## src/rpj_pkg.sv

```systemverilog
// Shared types, constants and helper functions for the RC pulse joint jog controller.
// Used by rpj_joint, rc_pulse_joint_jog_controller and rpj_checker; depends on nothing.
package rpj_pkg;

  // Field widths.
  localparam int PULSE_W = 12;
  localparam int ANGLE_W = 8;
  localparam int MODE_W  = 2;
  localparam int INDEX_W = 3;

  // Angle and speed limits.
  localparam int MAX_ANGLE_I = 180;
  localparam int MAX_STEP_I  = 15;
  localparam int SPEED_W     = $clog2(MAX_STEP_I + 1);

  localparam logic [ANGLE_W-1:0] MAX_ANGLE   = ANGLE_W'(MAX_ANGLE_I);
  localparam logic [ANGLE_W-1:0] MAX_STEP    = ANGLE_W'(MAX_STEP_I);
  localparam logic [ANGLE_W-1:0] JOINT_RESET = ANGLE_W'(90);
  localparam logic [ANGLE_W-1:0] GRIP_RESET  = '0;

  // Pulse scaling: (pulse - PULSE_MIN) * top / span, saturated to top.
  localparam int PULSE_MIN_I = 994;
  localparam int RATE_SPAN_I = 996;
  localparam int GRIP_SPAN_I = 999;

  localparam logic [PULSE_W-1:0] PULSE_MIN = PULSE_W'(PULSE_MIN_I);
  localparam logic [PULSE_W-1:0] RATE_SPAN = PULSE_W'(RATE_SPAN_I);
  localparam logic [PULSE_W-1:0] GRIP_SPAN = PULSE_W'(GRIP_SPAN_I);

  // Below the span the offset fits in SPAN_W bits. The quotient is taken as a
  // multiply by a rounded-up reciprocal; with a 20 bit shift the error term
  // stays below one unit for every offset under the span, so it is exact.
  localparam int SPAN_W    = $clog2(GRIP_SPAN_I);
  localparam int DIV_SHIFT = 20;
  localparam int MUL_W     = ANGLE_W + DIV_SHIFT - SPAN_W + 1;
  localparam int PROD_W    = SPAN_W + MUL_W;

  localparam longint RATE_MUL_L =
    ((longint'(MAX_STEP_I) << DIV_SHIFT) + longint'(RATE_SPAN_I) - 1) / longint'(RATE_SPAN_I);
  localparam longint GRIP_MUL_L =
    ((longint'(MAX_ANGLE_I) << DIV_SHIFT) + longint'(GRIP_SPAN_I) - 1) / longint'(GRIP_SPAN_I);

  localparam logic [MUL_W-1:0] RATE_MUL = MUL_W'(RATE_MUL_L);
  localparam logic [MUL_W-1:0] GRIP_MUL = MUL_W'(GRIP_MUL_L);

  // Operating modes.
  typedef enum logic [MODE_W-1:0] {
    MODE_STOP   = 2'd0,
    MODE_MANUAL = 2'd1,
    MODE_AUTO   = 2'd2
  } mode_t;

  // Configuration register indexes.
  typedef enum logic [INDEX_W-1:0] {
    REG_MODE_STOP_BELOW  = 3'd0,
    REG_MODE_MANUAL_LOW  = 3'd1,
    REG_MODE_MANUAL_HIGH = 3'd2,
    REG_MODE_AUTO_ABOVE  = 3'd3,
    REG_JOG_LOW          = 3'd4,
    REG_JOG_HIGH         = 3'd5
  } cfg_reg_t;

  // One frame of receiver pulse widths.
  typedef struct packed {
    logic [PULSE_W-1:0] tower_pulse;
    logic [PULSE_W-1:0] link1_pulse;
    logic [PULSE_W-1:0] grip_pulse;
    logic [PULSE_W-1:0] link2_pulse;
    logic [PULSE_W-1:0] rate_pulse;
    logic [PULSE_W-1:0] mode_pulse;
  } frame_t;

  // One result: mode and servo angles after the frame.
  typedef struct packed {
    logic [MODE_W-1:0]  mode_now;
    logic [ANGLE_W-1:0] tower_angle;
    logic [ANGLE_W-1:0] link1_angle;
    logic [ANGLE_W-1:0] grip_angle;
    logic [ANGLE_W-1:0] link2_angle;
  } result_t;

  // Jog command for one joint.
  typedef struct packed {
    logic               up;
    logic               down;
    logic [SPEED_W-1:0] speed;
  } jog_cmd_t;

  // Scales a pulse width onto 0..top; zero at or below the minimum pulse.
  function automatic logic [ANGLE_W-1:0] scale_pulse(
    input logic [PULSE_W-1:0] pulse,
    input logic [PULSE_W-1:0] span,
    input logic [MUL_W-1:0]   mul,
    input logic [ANGLE_W-1:0] top
  );
    logic [PULSE_W-1:0] diff;
    logic [PROD_W-1:0]  prod;
    logic [ANGLE_W-1:0] res;
    diff = pulse - PULSE_MIN;
    prod = PROD_W'(diff[SPAN_W-1:0]) * PROD_W'(mul);
    if (pulse <= PULSE_MIN) begin
      res = '0;
    end else if (diff >= span) begin
      res = top;
    end else begin
      res = prod[DIV_SHIFT +: ANGLE_W];
    end
    return res;
  endfunction

endpackage

```

## src/rpj_joint.sv

```systemverilog
// Jog update for one servo joint: step up, then step down, with saturation.
// Depends on rpj_pkg for widths, the angle limit and the jog command type.
module rpj_joint (
  input  logic [rpj_pkg::ANGLE_W-1:0] pos,
  input  rpj_pkg::jog_cmd_t           cmd,
  output logic [rpj_pkg::ANGLE_W-1:0] pos_next
);

  logic [rpj_pkg::ANGLE_W:0]   sum;
  logic [rpj_pkg::ANGLE_W-1:0] raised;
  logic [rpj_pkg::ANGLE_W-1:0] step;

  assign step = rpj_pkg::ANGLE_W'(cmd.speed);
  assign sum  = {1'b0, pos} + {1'b0, step};

  // Raise first, clamped to the top of the range; only from below the top.
  always_comb begin
    raised = pos;
    if (cmd.up && (pos < rpj_pkg::MAX_ANGLE)) begin
      if (sum > {1'b0, rpj_pkg::MAX_ANGLE}) begin
        raised = rpj_pkg::MAX_ANGLE;
      end else begin
        raised = sum[rpj_pkg::ANGLE_W-1:0];
      end
    end
  end

  // Then lower, clamped at zero.
  always_comb begin
    pos_next = raised;
    if (cmd.down && (raised != '0)) begin
      if (raised > step) begin
        pos_next = raised - step;
      end else begin
        pos_next = '0;
      end
    end
  end

endmodule

```

## src/rc_pulse_joint_jog_controller.sv

```systemverilog
// Top level of the RC pulse joint jog controller: frame register, mode update,
// joint jog and gripper scaling, result register. Depends on rpj_pkg and rpj_joint.

// Each request on the frame channel carries six receiver pulse widths and
// produces exactly one result: the mode and the four servo angles after that
// frame. A frame is first held in an input register; the mode update, speed and
// gripper scaling (one reciprocal multiply each) and the three joint jogs are
// combinational from there into the result register, together with the state. The
// block takes one frame per clock cycle while results are taken; the held frame
// moves on once the result register is free; with the result stalled, one more
// frame is held and the frame channel then waits. Configuration writes complete in
// the cycle they are offered, indexes above five are ignored, and they are meant to
// be issued only while no frame is in flight.
module rc_pulse_joint_jog_controller (
  input  logic                          clk,
  input  logic                          rst,
  input  logic                          frame_valid,
  output logic                          frame_ready,
  input  rpj_pkg::frame_t               frame,
  output logic                          result_valid,
  input  logic                          result_ready,
  output rpj_pkg::result_t              result,
  input  logic                          cfg_valid,
  output logic                          cfg_ready,
  input  logic [rpj_pkg::INDEX_W-1:0]   cfg_index,
  input  logic [rpj_pkg::PULSE_W-1:0]   cfg_data
);

  // Configuration registers.
  logic [rpj_pkg::PULSE_W-1:0] mode_stop_below;
  logic [rpj_pkg::PULSE_W-1:0] mode_manual_low;
  logic [rpj_pkg::PULSE_W-1:0] mode_manual_high;
  logic [rpj_pkg::PULSE_W-1:0] mode_auto_above;
  logic [rpj_pkg::PULSE_W-1:0] jog_low;
  logic [rpj_pkg::PULSE_W-1:0] jog_high;

  // Controller state.
  rpj_pkg::mode_t              mode_reg;
  rpj_pkg::mode_t              mode_reg_next;
  logic [rpj_pkg::ANGLE_W-1:0] tower_pos;
  logic [rpj_pkg::ANGLE_W-1:0] link1_pos;
  logic [rpj_pkg::ANGLE_W-1:0] grip_pos;
  logic [rpj_pkg::ANGLE_W-1:0] link2_pos;
  logic [rpj_pkg::ANGLE_W-1:0] tower_pos_next;
  logic [rpj_pkg::ANGLE_W-1:0] link1_pos_next;
  logic [rpj_pkg::ANGLE_W-1:0] grip_pos_next;
  logic [rpj_pkg::ANGLE_W-1:0] link2_pos_next;

  // Input register.
  logic            hold_valid;
  rpj_pkg::frame_t hold;
  logic            advance;

  // Datapath signals.
  logic                        in_band;
  logic                        to_stop;
  logic                        to_auto;
  logic                        manual;
  logic [rpj_pkg::ANGLE_W-1:0] speed_wide;
  logic [rpj_pkg::ANGLE_W-1:0] grip_scaled;
  rpj_pkg::jog_cmd_t           tower_cmd;
  rpj_pkg::jog_cmd_t           link1_cmd;
  rpj_pkg::jog_cmd_t           link2_cmd;

  // Handshake: the held frame moves on when the result register is free.
  assign advance     = hold_valid && (!result_valid || result_ready);
  assign frame_ready = !hold_valid || advance;
  assign cfg_ready   = 1'b1;

  // Configuration writes.
  always_ff @(posedge clk) begin
    if (rst) begin
      mode_stop_below  <= rpj_pkg::PULSE_W'(1200);
      mode_manual_low  <= rpj_pkg::PULSE_W'(1400);
      mode_manual_high <= rpj_pkg::PULSE_W'(1600);
      mode_auto_above  <= rpj_pkg::PULSE_W'(1700);
      jog_low          <= rpj_pkg::PULSE_W'(1400);
      jog_high         <= rpj_pkg::PULSE_W'(1600);
    end else if (cfg_valid) begin
      unique case (cfg_index)
        rpj_pkg::REG_MODE_STOP_BELOW:  mode_stop_below  <= cfg_data;
        rpj_pkg::REG_MODE_MANUAL_LOW:  mode_manual_low  <= cfg_data;
        rpj_pkg::REG_MODE_MANUAL_HIGH: mode_manual_high <= cfg_data;
        rpj_pkg::REG_MODE_AUTO_ABOVE:  mode_auto_above  <= cfg_data;
        rpj_pkg::REG_JOG_LOW:          jog_low          <= cfg_data;
        rpj_pkg::REG_JOG_HIGH:         jog_high         <= cfg_data;
        default: begin
        end
      endcase
    end
  end

  // Input register.
  always_ff @(posedge clk) begin
    if (rst) begin
      hold_valid <= 1'b0;
    end else if (frame_valid && frame_ready) begin
      hold_valid <= 1'b1;
    end else if (advance) begin
      hold_valid <= 1'b0;
    end
  end

  always_ff @(posedge clk) begin
    if (frame_valid && frame_ready) begin
      hold <= frame;
    end
  end

  // Mode switch decode.
  assign in_band = (hold.mode_pulse > mode_manual_low) && (hold.mode_pulse < mode_manual_high);
  assign to_stop = hold.mode_pulse < mode_stop_below;
  assign to_auto = hold.mode_pulse > mode_auto_above;

  // Mode next state; within each mode the later test wins.
  always_comb begin
    mode_reg_next = mode_reg;
    unique case (mode_reg)
      rpj_pkg::MODE_MANUAL: begin
        if (to_stop) mode_reg_next = rpj_pkg::MODE_STOP;
        if (to_auto) mode_reg_next = rpj_pkg::MODE_AUTO;
      end
      rpj_pkg::MODE_AUTO: begin
        if (in_band) mode_reg_next = rpj_pkg::MODE_MANUAL;
        if (to_stop) mode_reg_next = rpj_pkg::MODE_STOP;
      end
      default: begin
        if (in_band) mode_reg_next = rpj_pkg::MODE_MANUAL;
        if (to_auto) mode_reg_next = rpj_pkg::MODE_AUTO;
      end
    endcase
  end

  // Mode outputs: joints and gripper move only in manual mode.
  always_comb begin
    manual = (mode_reg_next == rpj_pkg::MODE_MANUAL);
  end

  // Speed and gripper scaling.
  assign speed_wide  = rpj_pkg::scale_pulse(hold.rate_pulse, rpj_pkg::RATE_SPAN,
                                            rpj_pkg::RATE_MUL, rpj_pkg::MAX_STEP);
  assign grip_scaled = rpj_pkg::scale_pulse(hold.grip_pulse, rpj_pkg::GRIP_SPAN,
                                            rpj_pkg::GRIP_MUL, rpj_pkg::MAX_ANGLE);
  assign grip_pos_next = manual ? grip_scaled : grip_pos;

  // Jog commands; the first link runs the opposite way to the stick.
  always_comb begin
    tower_cmd.speed = speed_wide[rpj_pkg::SPEED_W-1:0];
    tower_cmd.up    = manual && (hold.tower_pulse < jog_low);
    tower_cmd.down  = manual && (hold.tower_pulse > jog_high);
    link1_cmd.speed = speed_wide[rpj_pkg::SPEED_W-1:0];
    link1_cmd.up    = manual && (hold.link1_pulse > jog_high);
    link1_cmd.down  = manual && (hold.link1_pulse < jog_low);
    link2_cmd.speed = speed_wide[rpj_pkg::SPEED_W-1:0];
    link2_cmd.up    = manual && (hold.link2_pulse < jog_low);
    link2_cmd.down  = manual && (hold.link2_pulse > jog_high);
  end

  rpj_joint u_tower (
    .pos      (tower_pos),
    .cmd      (tower_cmd),
    .pos_next (tower_pos_next)
  );

  rpj_joint u_link1 (
    .pos      (link1_pos),
    .cmd      (link1_cmd),
    .pos_next (link1_pos_next)
  );

  rpj_joint u_link2 (
    .pos      (link2_pos),
    .cmd      (link2_cmd),
    .pos_next (link2_pos_next)
  );

  // State update, one frame per advance.
  always_ff @(posedge clk) begin
    if (rst) begin
      mode_reg  <= rpj_pkg::MODE_STOP;
      tower_pos <= rpj_pkg::JOINT_RESET;
      link1_pos <= rpj_pkg::JOINT_RESET;
      grip_pos  <= rpj_pkg::GRIP_RESET;
      link2_pos <= rpj_pkg::JOINT_RESET;
    end else if (advance) begin
      mode_reg  <= mode_reg_next;
      tower_pos <= tower_pos_next;
      link1_pos <= link1_pos_next;
      grip_pos  <= grip_pos_next;
      link2_pos <= link2_pos_next;
    end
  end

  // Result register.
  always_ff @(posedge clk) begin
    if (rst) begin
      result_valid <= 1'b0;
    end else if (advance) begin
      result_valid <= 1'b1;
    end else if (result_ready) begin
      result_valid <= 1'b0;
    end
  end

  always_ff @(posedge clk) begin
    if (advance) begin
      result.mode_now    <= mode_reg_next;
      result.tower_angle <= tower_pos_next;
      result.link1_angle <= link1_pos_next;
      result.grip_angle  <= grip_pos_next;
      result.link2_angle <= link2_pos_next;
    end
  end

endmodule

```

## config.mk

```make
export PLATFORM = sky130hd
export DESIGN_NAME = rc_pulse_joint_jog_controller
export DESIGN_NICKNAME = d
export VERILOG_FILES = /design/src/rpj_pkg.sv /design/src/rpj_joint.sv /design/src/rc_pulse_joint_jog_controller.sv
export SDC_FILE = /design/constraint.sdc
export NUM_CORES = 1
export LEC_CHECK = 0
export BUFFER_PORTS_ARGS = -buffer_cell sky130_fd_sc_hd__buf_2
export CORE_UTILIZATION = 55
export CTS_CLUSTER_SIZE = 8
export DETAILED_ROUTE_END_ITERATION = 12
export PLACE_DENSITY_LB_ADDON = 0.05
export SLEW_MARGIN = 40
export SYNTH_ARGS = -nofsm -noshare
export SYNTH_HDL_FRONTEND = slang
export SYNTH_SLANG_ARGS = --single-unit
export TNS_END_PERCENT = 10
```

## constraint.sdc

```tcl
create_clock -name clk -period 14.66 [get_ports clk]
set_clock_uncertainty 0.05 [all_clocks]
set_input_delay 2.199 -clock clk [delete_from_list [all_inputs] [get_ports clk]]
set_output_delay 2.199 -clock clk [all_outputs]
set_load 0.05 [all_outputs]
```

==> results.py <==
metrics = {
    "clocking": {
        "postCtsResizedCells": 0,
        "cts_buffer_depth": 3,
        "cts_buffers": 31,
        "cts_tree": "done",
        "clkLatencyLatePin_ns": 0.56,
        "cts-root-buf": "clkbuf_16",
        "cts_sinks": 214,
        "cts.htree.levels": 1,
        "path_clk_slew_ns": 0.06,
        "cts-hold-fix-buffers": 0,
        "cts_setup_buffers": 0,
    },
    "pwr": {
        "p_leak_uw": 0.008790,
        "vdd_ir_drop_max_mv": 0.08813,
        "powerDensity_nw_per_um2": 141.9,
    },
    "routing": {
        "drtIter0Drc": 773,
        "detail_route.vias_per_cell": 5.794,
        "vias": 13780,
        "dr.pass1.iters": 7,
        "ant_nets": 0,
        "wl_per_cell_um": 17.48,
        "drt_wl_total_mm": 41.56,
        "drc": 0,
    },
    "floorplanning": {
        "core-area_um2": 30750,
        "initial_utilization": 0.5634,
        "boundaryPins": 129,
        "die_h_um": 179.5,
        "die_area_um2": 32210,
        "die_w_um": 179.5,
        "rows": 64,
    },
    "yosys": {
        "synth_nets": 2281,
        "synthAdderAreaFrac": 0.2768,
        "ys_seq_area_frac": 0.3086,
        "ys_ff_latch": 214,
        "yosys_warnings": 0,
        "synth_compound_area_frac": 0.1772,
        "synth_xor_xnor_area_share": 0.03135,
        "yosys.area_share.simple": 0.1369,
        "synthCells": 1837,
        "synth_mux_area_frac": 0.008234,
        "avgSynthCellArea_um2": 9.430,
        "synth_ff_type": "dfxtp_1",
        "synth_cell_types": 98,
        "syn-cell-area_um2": 17320,
        "synth_edf_count": 106,
        "synth_top_family_by_area": "adder cells",
        "ys_async_sr_fraction": 0,
    },
    "cells_and_area": {
        "seq_area_um2": 5345,
        "top_register": "hold",
        "area_delta_synth_final_pct": 11.52,
        "largest_register_ffs": 72,
        "fill_cells": 2650,
        "drive_above_1_share": 0.1155,
        "antenna_cells": 0,
        "multi_input_area_um2": 10980,
        "top_regs": "hold: 72 flops, result: 34 flops",
        "nNetsFinal": 2405,
    },
    "timing": {
        "drv_slew": 0,
        "tns_ns": 0,
        "fin_crit_ns": 11.51,
        "hold_viol": 0,
        "relSlewSlack": 0.4382,
        "min_period_over_period": 0.7848,
        "setup_violations": 0,
        "tightest_slew_ns": 0.8215,
        "rsz0062_at_grt": "no",
        "layout_setup_ws_ns": 3.155,
        "clock.fmax_ghz": 0.08692,
    },
    "global_routing": {
        "gr-total-overflow": 0,
        "grt_usage": 0.2613,
        "grt_pass1_vias": 13790,
        "grt_pass1_wl_mm": 68.88,
        "grt_max_degree": 66,
        "antenna_found_initial": 0,
    },
    "worst_setup_path": {
        "critical_path.max_fanout": 11,
        "startpoint_type": "flip-flop",
        "cpMostUsedCell": "inv_1",
        "slowest_stage": "a2111oi_0",
        "endpoint_kind": "flip-flop",
        "cpPeakStageDelay_ns": 0.77,
        "critPathKind": "flip-flop to flip-flop",
        "cp.required_ns": 15.05,
        "cp_data_arrival_time_ns": 11.90,
    },
    "placed_design": {
        "gp_congestion": 0.9257,
        "dp_slack_ns": 3.261,
        "portBuffers": 127,
        "hpwlAfterDp_mm": 32.19,
    },
    "min_path": {
        "hp-class": "flip-flop to flip-flop",
    },
    "status": {
        "outcome": "finished clean",
    },
    "flow_run": {
        "max_cap_violations": 0,
    },
}
Yosys cell counts, types with 28 or more instances:
cell	number	area share
nand2_1	193	0.042
nand3_1	29	0.0084
o211ai_1	38	0.016
edfxtp_1	106	0.18
nor3_1	28	0.0081
ha_1	300	0.22
a21o_1	44	0.019
o21ai_0	66	0.019
xnor2_1	35	0.018
inv_1	219	0.047
nor2_1	67	0.015
clkbuf_1	37	0.0080
a21oi_1	112	0.032
fa_1	52	0.060
dfxtp_1	108	0.12
logic make-up (layout without fill, tap and decap cells):
logic type,after synthesis,count (layout)
adders and majority gates,352,352
xor gates and xnor gates,62,62
AOI/OAI and AO/OA,443,443
muxes,14,14
buffers and inverters,272,417
other,1,1
and+or+nand+nor,479,479
DFF,214,214
cells in the final DEF (no fill, tap or decap), types with 27 or more instances in the layout:
cell type	instances
ha_1	300
o21ai_0	65
nor3_1	27
nor2_1	66
xnor2_1	34
fa_1	52
nand2_1	193
dfxtp_1	108
a21o_1	44
clkbuf_16	31
inv_1	218
nand4_1	27
a21oi_1	112
o211ai_1	38
buf_2	127
edfxtp_1	106
nand3_1	29
layout make-up:
cell class,instances,share of cell area
Multi-Input combinational cell,1351,0.5686
Clock buffer,53,0.04598
Timing Repair Buffer,140,0.03925
Sequential cell,214,0.2767
Clock inverter,1,0.0004534
Inverter,223,0.04339
Tap cell,396,0.02565
per-layer routing:
layer  GRT usage  part of all wire  up-vias
li1            -                 -     6847
met2      0.4491              0.47      344
met4     0.08069             0.029        0
met5           0                 0        -
met1      0.3419              0.45     6517
met3     0.03424             0.048       71
worst max-delay path, delay by kind of cell (launching register included):
| kind | cells | cell delay, ns |
|---|---|---|
| buf+inv | 8 | 1.02 |
| flops | 1 | 0.49 |
| simple gates | 5 | 0.65 |
| compound gates | 16 | 4.49 |
| mux | 2 | 0.59 |
| xor+xnor | 2 | 0.49 |
| fa+ha+maj | 9 | 3.60 |
where the power goes:
part | switching, uW | internal, uW | total (uW)
combinational | 794 | 595 | 1390
sequential | 23.6 | 663 | 687
clock | 262 | 403 | 666
total | 1080 | 1660 | 2740
metrics by stage:
stage | total power [uW] | instances | instance area [um2] | hold WS, ns | utilization
2_1_floorplan | 1768 | 1837 | 17320 | 0.3815 | -
3_3_place_gp | 2045 | 2322 | 18340 | 0.3910 | 0.5963
3_5_place_dp | 2078 | 2324 | 18410 | 0.3975 | 0.5986
4_1_cts | 2762 | 2378 | 19300 | 0.4047 | 0.6278
5_1_grt | 2996 | 2378 | 19320 | 0.4152 | 0.6283
6_report | 2742 | 2378 | 19320 | 0.4027 | 0.6283
worst paths after layout:
kind	end	depth (start not counted)	from	slack [ns]
worst max-delay path	tower_pos[7]$_SDFFE_PP0P_	42	hold[13]$_DFFE_PP_	3.15
worst min-delay path	mode_auto_above[4]$_SDFFE_PP0P_	2	mode_auto_above[4]$_SDFFE_PP0P_	0.40
worst max register to register	tower_pos[7]$_SDFFE_PP0P_	42	hold[13]$_DFFE_PP_	3.15
worst min register to register	mode_auto_above[4]$_SDFFE_PP0P_	2	mode_auto_above[4]$_SDFFE_PP0P_	0.40
(Power assumes the default switching activity.)
